### src/rtl/dlht_pkg.sv
package dlht_pkg;

   typedef enum logic [1:0] {
      ST_LOCKED    = 2'd0,
      ST_UNLOCKED  = 2'd1,
      ST_LATCHED   = 2'd2,
      ST_LOW_POWER = 2'd3
   } dlht_state_type;

   // item kinds carried in req_tuser
   localparam logic [1:0] OP_TICK    = 2'd0;
   localparam logic [1:0] OP_BUTTON  = 2'd1;
   localparam logic [1:0] OP_BATTERY = 2'd2;

   // request bit masks
   localparam logic [3:0] RQ_KNOB   = 4'b0001;
   localparam logic [3:0] RQ_UNLOCK = 4'b0010;
   localparam logic [3:0] RQ_LOCK   = 4'b0100;
   localparam logic [3:0] RQ_LATCH  = 4'b1000;

   // button flag bit positions
   localparam int FLAG_EXTERIOR = 0;
   localparam int FLAG_INTERIOR = 1;
   localparam int FLAG_KNOB     = 2;

   // register indexes on the csr channel
   localparam logic [2:0] CSR_LOCK_HOLD   = 3'd0;
   localparam logic [2:0] CSR_UNLOCK_HOLD = 3'd1;
   localparam logic [2:0] CSR_WRAP_LIMIT  = 3'd2;
   localparam logic [2:0] CSR_BATT_THRESH = 3'd3;
   localparam logic [2:0] CSR_PULSE_OPEN  = 3'd4;
   localparam logic [2:0] CSR_PULSE_CLOSE = 3'd5;
   localparam logic [2:0] CSR_BLINK_PER   = 3'd6;

   typedef struct packed {
      logic [16:0] lock_hold_ticks;
      logic [16:0] unlock_hold_ticks;
      logic [17:0] wrap_limit;
      logic [9:0]  battery_threshold;
      logic [12:0] pulse_open;
      logic [12:0] pulse_close;
      logic [9:0]  blink_period;
   } dlht_cfg_type;

   typedef struct packed {
      dlht_state_type machine_state;
      logic [3:0]     request_bits;
      logic [17:0]    tick_count;
      logic [19:0]    lock_stamp;
      logic [19:0]    unlock_stamp;
      logic [19:0]    latch_stamp;
      logic           edge_falling;
      logic           servo_on;
      logic [12:0]    pulse_width;
      logic           lamp_level;
      logic [9:0]     blink_count;
   } dlht_ctx_type;

   localparam dlht_cfg_type CFG_RESET = '{
      lock_hold_ticks:   17'd693,
      unlock_hold_ticks: 17'd1155,
      wrap_limit:        18'd138600,
      battery_threshold: 10'h1A6,
      pulse_open:        13'd428,
      pulse_close:       13'd1300,
      blink_period:      10'd100
   };

   localparam dlht_ctx_type CTX_RESET = '{
      machine_state: ST_UNLOCKED,
      request_bits:  4'd0,
      tick_count:    18'd0,
      lock_stamp:    20'd0,
      unlock_stamp:  20'd0,
      latch_stamp:   20'd0,
      edge_falling:  1'b1,
      servo_on:      1'b1,
      pulse_width:   13'd1300,
      lamp_level:    1'b0,
      blink_count:   10'd0
   };

endpackage

### src/rtl/dlht_step.sv
module dlht_step import dlht_pkg::*; (
   input  dlht_ctx_type ctx,
   input  dlht_cfg_type cfg,
   input  logic [1:0]   op,
   input  logic [2:0]   pin_flags,
   input  logic [9:0]   battery_sample,
   output dlht_ctx_type ctx_next,
   output logic         battery_check
);

   // age = tick - sign-extended stamp
   function automatic logic signed [21:0] age_of(logic [19:0] stamp, logic [17:0] tick);
      age_of = $signed({4'b0000, tick}) - $signed({{2{stamp[19]}}, stamp});
   endfunction

   // zero stamps stay zero across a wrap
   function automatic logic [19:0] rebase(logic [19:0] stamp, logic [18:0] tick);
      rebase = (stamp == 20'd0) ? 20'd0 : stamp - {1'b0, tick};
   endfunction

   always_comb begin
      dlht_ctx_type     nxt;
      logic [18:0]      tick_inc;
      logic             wrapped;
      logic [10:0]      blink_inc;
      logic [2:0]       f;
      logic signed [21:0] age_lock;
      logic signed [21:0] age_unlock;
      logic signed [21:0] age_latch;
      logic signed [21:0] lock_hold;
      logic signed [21:0] unlock_hold;

      nxt         = ctx;
      tick_inc    = {1'b0, ctx.tick_count} + 19'd1;
      wrapped     = 1'b0;
      blink_inc   = {1'b0, ctx.blink_count} + 11'd1;
      f           = ctx.edge_falling ? pin_flags : 3'b000;
      age_lock    = '0;
      age_unlock  = '0;
      age_latch   = '0;
      lock_hold   = $signed({5'b00000, cfg.lock_hold_ticks});
      unlock_hold = $signed({5'b00000, cfg.unlock_hold_ticks});

      case (op)
         OP_TICK: begin
            wrapped = tick_inc > {1'b0, cfg.wrap_limit};
            if (wrapped) begin
               nxt.lock_stamp   = rebase(ctx.lock_stamp, tick_inc);
               nxt.unlock_stamp = rebase(ctx.unlock_stamp, tick_inc);
               nxt.latch_stamp  = rebase(ctx.latch_stamp, tick_inc);
               nxt.tick_count   = 18'd0;
               nxt.blink_count  = 10'd0;
            end else begin
               nxt.tick_count  = tick_inc[17:0];
               nxt.blink_count = (blink_inc >= {1'b0, cfg.blink_period}) ? 10'd0
                                                                        : blink_inc[9:0];
            end

            age_lock   = age_of(nxt.lock_stamp, nxt.tick_count);
            age_unlock = age_of(nxt.unlock_stamp, nxt.tick_count);
            age_latch  = age_of(nxt.latch_stamp, nxt.tick_count);

            // commit an aged lock request
            if (nxt.machine_state != ST_LOCKED && (nxt.request_bits & RQ_LOCK) != 4'd0
                && age_lock > lock_hold) begin
               nxt.lamp_level    = 1'b1;
               nxt.lock_stamp    = 20'd0;
               nxt.request_bits  = nxt.request_bits & ~RQ_LOCK;
               nxt.machine_state = ST_LOCKED;
            end

            // commit an aged unlock, blink while it is pending
            if (nxt.machine_state == ST_LOCKED && (nxt.request_bits & RQ_UNLOCK) != 4'd0) begin
               if (age_unlock > unlock_hold) begin
                  nxt.lamp_level    = 1'b0;
                  nxt.unlock_stamp  = 20'd0;
                  nxt.request_bits  = nxt.request_bits & ~RQ_UNLOCK;
                  nxt.machine_state = ST_UNLOCKED;
               end else if (age_unlock < unlock_hold && nxt.blink_count == 10'd0) begin
                  nxt.lamp_level = ~nxt.lamp_level;
               end
            end

            // latch servo sequence
            if ((nxt.request_bits & RQ_LATCH) != 4'd0) begin
               if (age_latch > lock_hold) begin
                  nxt.machine_state = ST_LATCHED;
                  nxt.servo_on      = 1'b1;
                  nxt.pulse_width   = cfg.pulse_close;
               end
               if (age_latch > unlock_hold) begin
                  nxt.latch_stamp  = 20'd0;
                  nxt.servo_on     = 1'b0;
                  nxt.request_bits = nxt.request_bits & ~RQ_LATCH;
               end
            end
         end

         OP_BUTTON: begin
            if (f[FLAG_INTERIOR]) begin
               nxt.servo_on = 1'b0;
               if (ctx.machine_state != ST_LOCKED) begin
                  nxt.lock_stamp   = {2'b00, ctx.tick_count};
                  nxt.request_bits = ctx.request_bits | RQ_LOCK;
               end else begin
                  nxt.machine_state = ST_UNLOCKED;
                  nxt.lamp_level    = 1'b0;
               end
            end else if (f[FLAG_EXTERIOR]) begin
               nxt.servo_on = 1'b0;
               if (ctx.machine_state == ST_LOCKED) begin
                  nxt.request_bits = ctx.request_bits | RQ_UNLOCK;
                  nxt.unlock_stamp = {2'b00, ctx.tick_count};
               end
            end else if (f[FLAG_KNOB]) begin
               nxt.servo_on = 1'b1;
               if ((ctx.request_bits & RQ_KNOB) != 4'd0) begin
                  nxt.request_bits = ctx.request_bits & ~RQ_KNOB;
                  nxt.pulse_width  = cfg.pulse_close;
                  if (ctx.machine_state != ST_LOCKED) begin
                     nxt.lock_stamp   = {2'b00, ctx.tick_count};
                     nxt.request_bits = nxt.request_bits | RQ_LOCK;
                  end
               end else begin
                  nxt.request_bits = ctx.request_bits | RQ_KNOB;
                  nxt.pulse_width  = cfg.pulse_open;
                  if (ctx.machine_state == ST_LOCKED) begin
                     nxt.request_bits = nxt.request_bits | RQ_UNLOCK;
                     nxt.unlock_stamp = {2'b00, ctx.tick_count};
                  end
               end
            end else begin
               // release: drop pending lock/unlock, start re-latch unless locked or low power
               nxt.servo_on     = 1'b0;
               nxt.lock_stamp   = 20'd0;
               nxt.unlock_stamp = 20'd0;
               nxt.request_bits = ctx.request_bits & ~(RQ_LOCK | RQ_UNLOCK);
               if (ctx.machine_state != ST_LOW_POWER && ctx.machine_state != ST_LOCKED) begin
                  nxt.servo_on      = 1'b1;
                  nxt.pulse_width   = cfg.pulse_open;
                  nxt.machine_state = ST_UNLOCKED;
                  nxt.request_bits  = nxt.request_bits | RQ_LATCH;
                  nxt.latch_stamp   = {2'b00, ctx.tick_count};
                  nxt.lamp_level    = 1'b0;
               end
            end
            nxt.edge_falling = ~ctx.edge_falling;
         end

         OP_BATTERY: begin
            if (battery_sample < cfg.battery_threshold) begin
               nxt.servo_on      = 1'b1;
               nxt.pulse_width   = cfg.pulse_open;
               nxt.machine_state = ST_LOW_POWER;
            end
         end

         default: begin
         end
      endcase

      ctx_next      = nxt;
      battery_check = wrapped;
   end

endmodule

### src/rtl/door_lock_hold_timer_fsm.sv
// Channel | Direction | Ports                              | Content
// req     | in        | req_tvalid/tready/tdata/tuser      | one item: tick, button or battery
// rsp     | out       | rsp_tvalid/tready/tdata            | one result per item
// csr     | in        | csr_valid/ready/index/data         | register writes
//
// An accepted item is held in the input register, then the update logic loads
// the result register and the state together. One item per cycle is sustained
// while rsp accepts; the update of the lock state is the single loop that sets
// that rate. Reset is synchronous and active high and restores state, config
// and valid flags to their defaults; payload registers are not reset. A stalled
// rsp side fills the input register and then drops req_tready; csr is always ready.
module door_lock_hold_timer_fsm import dlht_pkg::*; (
   input  logic        clock,
   input  logic        reset,

   input  logic        req_tvalid,
   output logic        req_tready,
   input  logic [15:0] req_tdata,   // [2:0] pin_flags, [12:3] battery_sample, [15:13] zero
   input  logic [1:0]  req_tuser,   // [1:0] op

   output logic        rsp_tvalid,
   input  logic        rsp_tready,
   output logic [23:0] rsp_tdata,   // [0] servo_enable, [13:1] servo_pulse, [14] lamp,
                                    // [16:15] lock_state, [17] battery_check, [23:18] zero

   input  logic        csr_valid,
   output logic        csr_ready,
   input  logic [2:0]  csr_index,
   input  logic [17:0] csr_data
);

   // input register
   logic        in_valid_ff, in_valid_in;
   logic [1:0]  in_op_ff, in_op_in;
   logic [2:0]  in_flags_ff, in_flags_in;
   logic [9:0]  in_sample_ff, in_sample_in;

   // result register
   logic        out_valid_ff, out_valid_in;
   logic [23:0] out_data_ff, out_data_in;

   dlht_ctx_type ctx_ff, ctx_in, ctx_step;
   dlht_cfg_type cfg_ff, cfg_in;
   logic         check_step;
   logic         advance;
   logic         req_take;

   // advance the held item when the result register is free or draining
   assign advance    = in_valid_ff & (~out_valid_ff | rsp_tready);
   assign req_tready = ~in_valid_ff | advance;
   assign req_take   = req_tvalid & req_tready;
   assign csr_ready  = 1'b1;
   assign rsp_tvalid = out_valid_ff;
   assign rsp_tdata  = out_data_ff;

   dlht_step u_step (
      .ctx            (ctx_ff),
      .cfg            (cfg_ff),
      .op             (in_op_ff),
      .pin_flags      (in_flags_ff),
      .battery_sample (in_sample_ff),
      .ctx_next       (ctx_step),
      .battery_check  (check_step)
   );

   // input register: load on every accepted transaction
   always_comb begin
      in_valid_in  = in_valid_ff;
      in_op_in     = in_op_ff;
      in_flags_in  = in_flags_ff;
      in_sample_in = in_sample_ff;
      if (advance) begin
         in_valid_in = 1'b0;
      end
      if (req_take) begin
         in_valid_in  = 1'b1;
         in_op_in     = req_tuser;
         in_flags_in  = req_tdata[2:0];
         in_sample_in = req_tdata[12:3];
      end
   end

   // state commits together with the result
   always_comb begin
      ctx_in = advance ? ctx_step : ctx_ff;
   end

   // result register: hold until the consumer takes it
   always_comb begin
      out_valid_in = out_valid_ff;
      out_data_in  = out_data_ff;
      if (out_valid_ff && rsp_tready) begin
         out_valid_in = 1'b0;
      end
      if (advance) begin
         out_valid_in = 1'b1;
         out_data_in  = {6'd0, check_step, ctx_step.machine_state, ctx_step.lamp_level,
                         ctx_step.pulse_width, ctx_step.servo_on};
      end
   end

   // register writes; unknown indexes are dropped
   always_comb begin
      cfg_in = cfg_ff;
      if (csr_valid && csr_ready) begin
         case (csr_index)
            CSR_LOCK_HOLD:   cfg_in.lock_hold_ticks   = csr_data[16:0];
            CSR_UNLOCK_HOLD: cfg_in.unlock_hold_ticks = csr_data[16:0];
            CSR_WRAP_LIMIT:  cfg_in.wrap_limit        = csr_data;
            CSR_BATT_THRESH: cfg_in.battery_threshold = csr_data[9:0];
            CSR_PULSE_OPEN:  cfg_in.pulse_open        = csr_data[12:0];
            CSR_PULSE_CLOSE: cfg_in.pulse_close       = csr_data[12:0];
            CSR_BLINK_PER:   cfg_in.blink_period      = csr_data[9:0];
            default: begin
            end
         endcase
      end
   end

   always_ff @(posedge clock) begin
      if (reset) begin
         in_valid_ff  <= 1'b0;
         out_valid_ff <= 1'b0;
         ctx_ff       <= CTX_RESET;
         cfg_ff       <= CFG_RESET;
      end else begin
         in_valid_ff  <= in_valid_in;
         out_valid_ff <= out_valid_in;
         ctx_ff       <= ctx_in;
         cfg_ff       <= cfg_in;
      end
   end

   // payload registers
   always_ff @(posedge clock) begin
      in_op_ff     <= in_op_in;
      in_flags_ff  <= in_flags_in;
      in_sample_ff <= in_sample_in;
      out_data_ff  <= out_data_in;
   end

endmodule
### config.mk
export PLATFORM = sky130hd
export DESIGN_NAME = door_lock_hold_timer_fsm
export DESIGN_NICKNAME = d
export VERILOG_FILES = /design/src/rtl/dlht_pkg.sv /design/src/rtl/dlht_step.sv /design/src/rtl/door_lock_hold_timer_fsm.sv
export SDC_FILE = /design/constraint.sdc
export NUM_CORES = 1
export LEC_CHECK = 0
export BUFFER_PORTS_ARGS = -buffer_cell sky130_fd_sc_hd__buf_2
export CAP_MARGIN = 10
export CORE_MARGIN = 2
export CORE_UTILIZATION = 26
export DETAILED_ROUTE_END_ITERATION = 10
export SLEW_MARGIN = 20
export SYNTH_ARGS = -nofsm -noshare
export SYNTH_HDL_FRONTEND = slang
export SYNTH_SLANG_ARGS = --single-unit
### constraint.sdc
create_clock -name clock -period 22.4 [get_ports clock]
set_clock_uncertainty 0.2 [all_clocks]
set_input_delay 1.12 -clock clock [delete_from_list [all_inputs] [get_ports clock]]
set_output_delay 1.12 -clock clock [all_outputs]
set_load 0.1 [all_outputs]
==> results.json <==
{
  "power_density_nw_per_um2": 60.7,
  "grt_pass1_vias": 18559,
  "vias": 20326,
  "syn_to_final_growth_pct": 11.5,
  "nNetsFinal": 2978,
  "synth.area.top_cells": "dfxtp_1, ha_1, a21oi_1, nand2_1, edfxtp_1",
  "htreeDepth": 1,
  "end_kind": "flop",
  "drtIter0Drc": 1834,
  "synth_top_cell_by_area": "dfxtp_1",
  "yosysMostFrequentCell": "nand2_1",
  "final_hold_viol_count": 0,
  "async_flop_share": 0,
  "min_path_type": "reg -> reg",
  "min_period_over_period": 0.546,
  "setup_viol_count_final": 0,
  "rsz0062_at_grt": "false",
  "yosys-top-cells-count": "nand2_1, a21oi_1, nor2_1",
  "drv_cap": 0,
  "antenna_found_initial": 1,
  "ys_warn_count": 0,
  "vias_per_cell": 5.34,
  "die_y_um": 286,
  "synth_area_um2": 20700,
  "dieArea_um2": 81800,
  "die_x_um": 286,
  "hp-start": "cfg_ff[89]",
  "worstMarginPinSlew_ns": 1.17,
  "clk_latency_ns": 0.61,
  "cts.reportedPaths.clkPinSlew_ns": 0.06,
  "p_total_mw": 1.40,
  "fin_crit_ns": 12.24,
  "dr.max_layer_used": "met4",
  "ys_seq_area_frac": 0.251,
  "drive_above_1_share": 0.0807,
  "cts_buffer_depth": 3,
  "crit_path_start": "ctx_ff[86]",
  "crit_required_ns": 22.72,
  "holdPathStages": 2,
  "multi_input_area_um2": 14300,
  "start_util": 0.262,
  "drv_slew": 0,
  "startpoint_type": "flop",
  "ctsHoldBuffers": 0,
  "max_freq_mhz": 81.7,
  "antenna_left": 0,
  "cts.sinks": 243,
  "numPortBuffers": 60,
  "maxSlewHeadroom": 0.212,
  "cp_slowest_cell": "nor4_1",
  "drtPass1Iterations": 5,
  "synth_top_area_frac": 0.203,
  "grt_pass1_wl_um": 109000,
  "synth_seq_cells": 243,
  "ctsResizeCount": 0,
  "synth_edf_count": 33,
  "post-dp-hpwl_um": 53200,
  "peakVddDrop_uv": 73.7,
  "critical_path_class": "reg -> reg",
  "place_ws_ns": 10.58,
  "leakagePower_nw": 9.34,
  "wl_met3_um": 5040,
  "drcViolationCount": 0,
  "fill_cells": 8576,
  "ys.flop_type": "dfxtp_1",
  "num_rows": 103,
  "status": "finished clean",
  "rr_startpoint": "ctx_ff[86]",
  "timing.final.ws_setup_ns": 10.16,
  "ff2ff_path_depth": 37,
  "cp_max_fo": 45,
  "numCtsBuffers": 31,
  "syn_inst": 2741,
  "fin_setup_tns_ns": 0,
  "ioPinCount": 71,
  "cts_tree": "built",
  "met2_length_um": 31000,
  "cts_setup_buffers": 0,
  "synth_area_per_cell_um2": 7.55,
  "m1WireLength_um": 31800,
  "overflow": 0,
  "wl_um": 71500,
  "cts_root_buf": "clkbuf_16",
  "whs_ns": 0.254,
  "arrival_ns": 12.56,
  "wl_per_cell_um": 18.8,
  "track_usage": 0.169,
  "cpPeakStageDelay_ns": 0.90,
  "synth.distinct_cells": 88,
  "grt_max_degree": 82,
  "coreArea_um2": 78900,
  "seq_area_um2": 5190,
  "gp_congestion": 0.945
}
-- cells by family after synthesis --
| kind of cell | share of synthesized area |
|---|---|
| flops | 0.251 |
| compound gates | 0.258 |
| fa+ha+maj | 0.138 |
| buf+inv | 0.0606 |
| mux | 0.0316 |
| simple gates | 0.211 |
| xor+xnor | 0.0503 |
| other cells | 0.000363 |
-- final timing paths --
kind,slack [ns],end
setup / recovery,10.16,ctx_ff[53]
hold / removal,0.25,cfg_ff[89]
setup reg to reg,10.16,ctx_ff[53]
hold reg to reg,0.25,cfg_ff[89]
-- area by class of cell --
cell class | count | share of cell area
multi-input combinational | 2184 | 0.620
sequential | 243 | 0.225
tap | 1050 | 0.0569
clock buffer | 45 | 0.0398
timing repair buffer | 104 | 0.0276
inverter | 163 | 0.0265
clock inverter | 13 | 0.00407
antenna | 1 | 0.000108
-- metal layers --
metal	GRT usage	vias up
met4	0.0802	0
met1	0.229	9542
met2	0.264	786
met5	0	-
li1	-	9832
met3	0.0214	166
-- sequential cells by signal, indices dropped and copies added, names as in the netlist --
signal,count
cfg_ff,98
ctx_ff,110
in_flags_ff,3
in_op_ff,2
in_sample_ff,10
in_valid_ff,1
rsp_tdata,18
rsp_tvalid,1
-- placed cells by master (no fill, tap or decap), types with 10 or more instances in the layout --
cell type	instances
xor2_1	40
and2_1	21
or3_1	13
a22oi_1	22
o22ai_1	30
o21bai_1	10
o31a_1	21
nand4_1	25
or2_2	14
edfxtp_1	33
mux2i_1	45
buf_4	44
a21oi_1	275
o21a_1	27
buf_2	59
nand2b_1	24
a211o_1	26
ha_1	200
o31ai_1	13
o21ai_0	172
xnor2_1	71
o211ai_1	18
nor2b_1	37
and3_1	23
maj3_1	21
inv_1	160
nor3_1	77
a21o_1	68
nor2_1	247
dfxtp_1	210
o221ai_1	22
clkbuf_16	31
a211oi_1	30
nand3_1	63
mux2_2	18
nand3b_1	14
nor4_1	28
a31oi_1	21
nand2_1	317
-- per-stage QoR --
step	cells	utilization	instance area, um2
3_3_place_gp	3744	0.280	22100
3_5_place_dp	3744	0.280	22100
6_report	3803	0.293	23100
4_1_cts	3802	0.293	23100
2_1_floorplan	2746	-	20700
5_1_grt	3803	0.293	23100
-- where the power goes --
part	switching, mW	leakage (nW)	total, mW	internal (mW)
combinational	0.265	6.82	0.428	0.163
clock	0.216	0.494	0.501	0.285
sequential	0.0143	2.02	0.472	0.458
-- worst max-delay path: cells and delay by family (launching register included) --
kind	cells	cell delay [ns]
compound gates	19	4.84
xor+xnor	2	0.73
fa+ha+maj	4	1.33
buf+inv	4	1.24
flops	1	0.59
mux	1	0.62
simple gates	7	2.56
No activity file was read; power rests on OpenSTA's default activity.
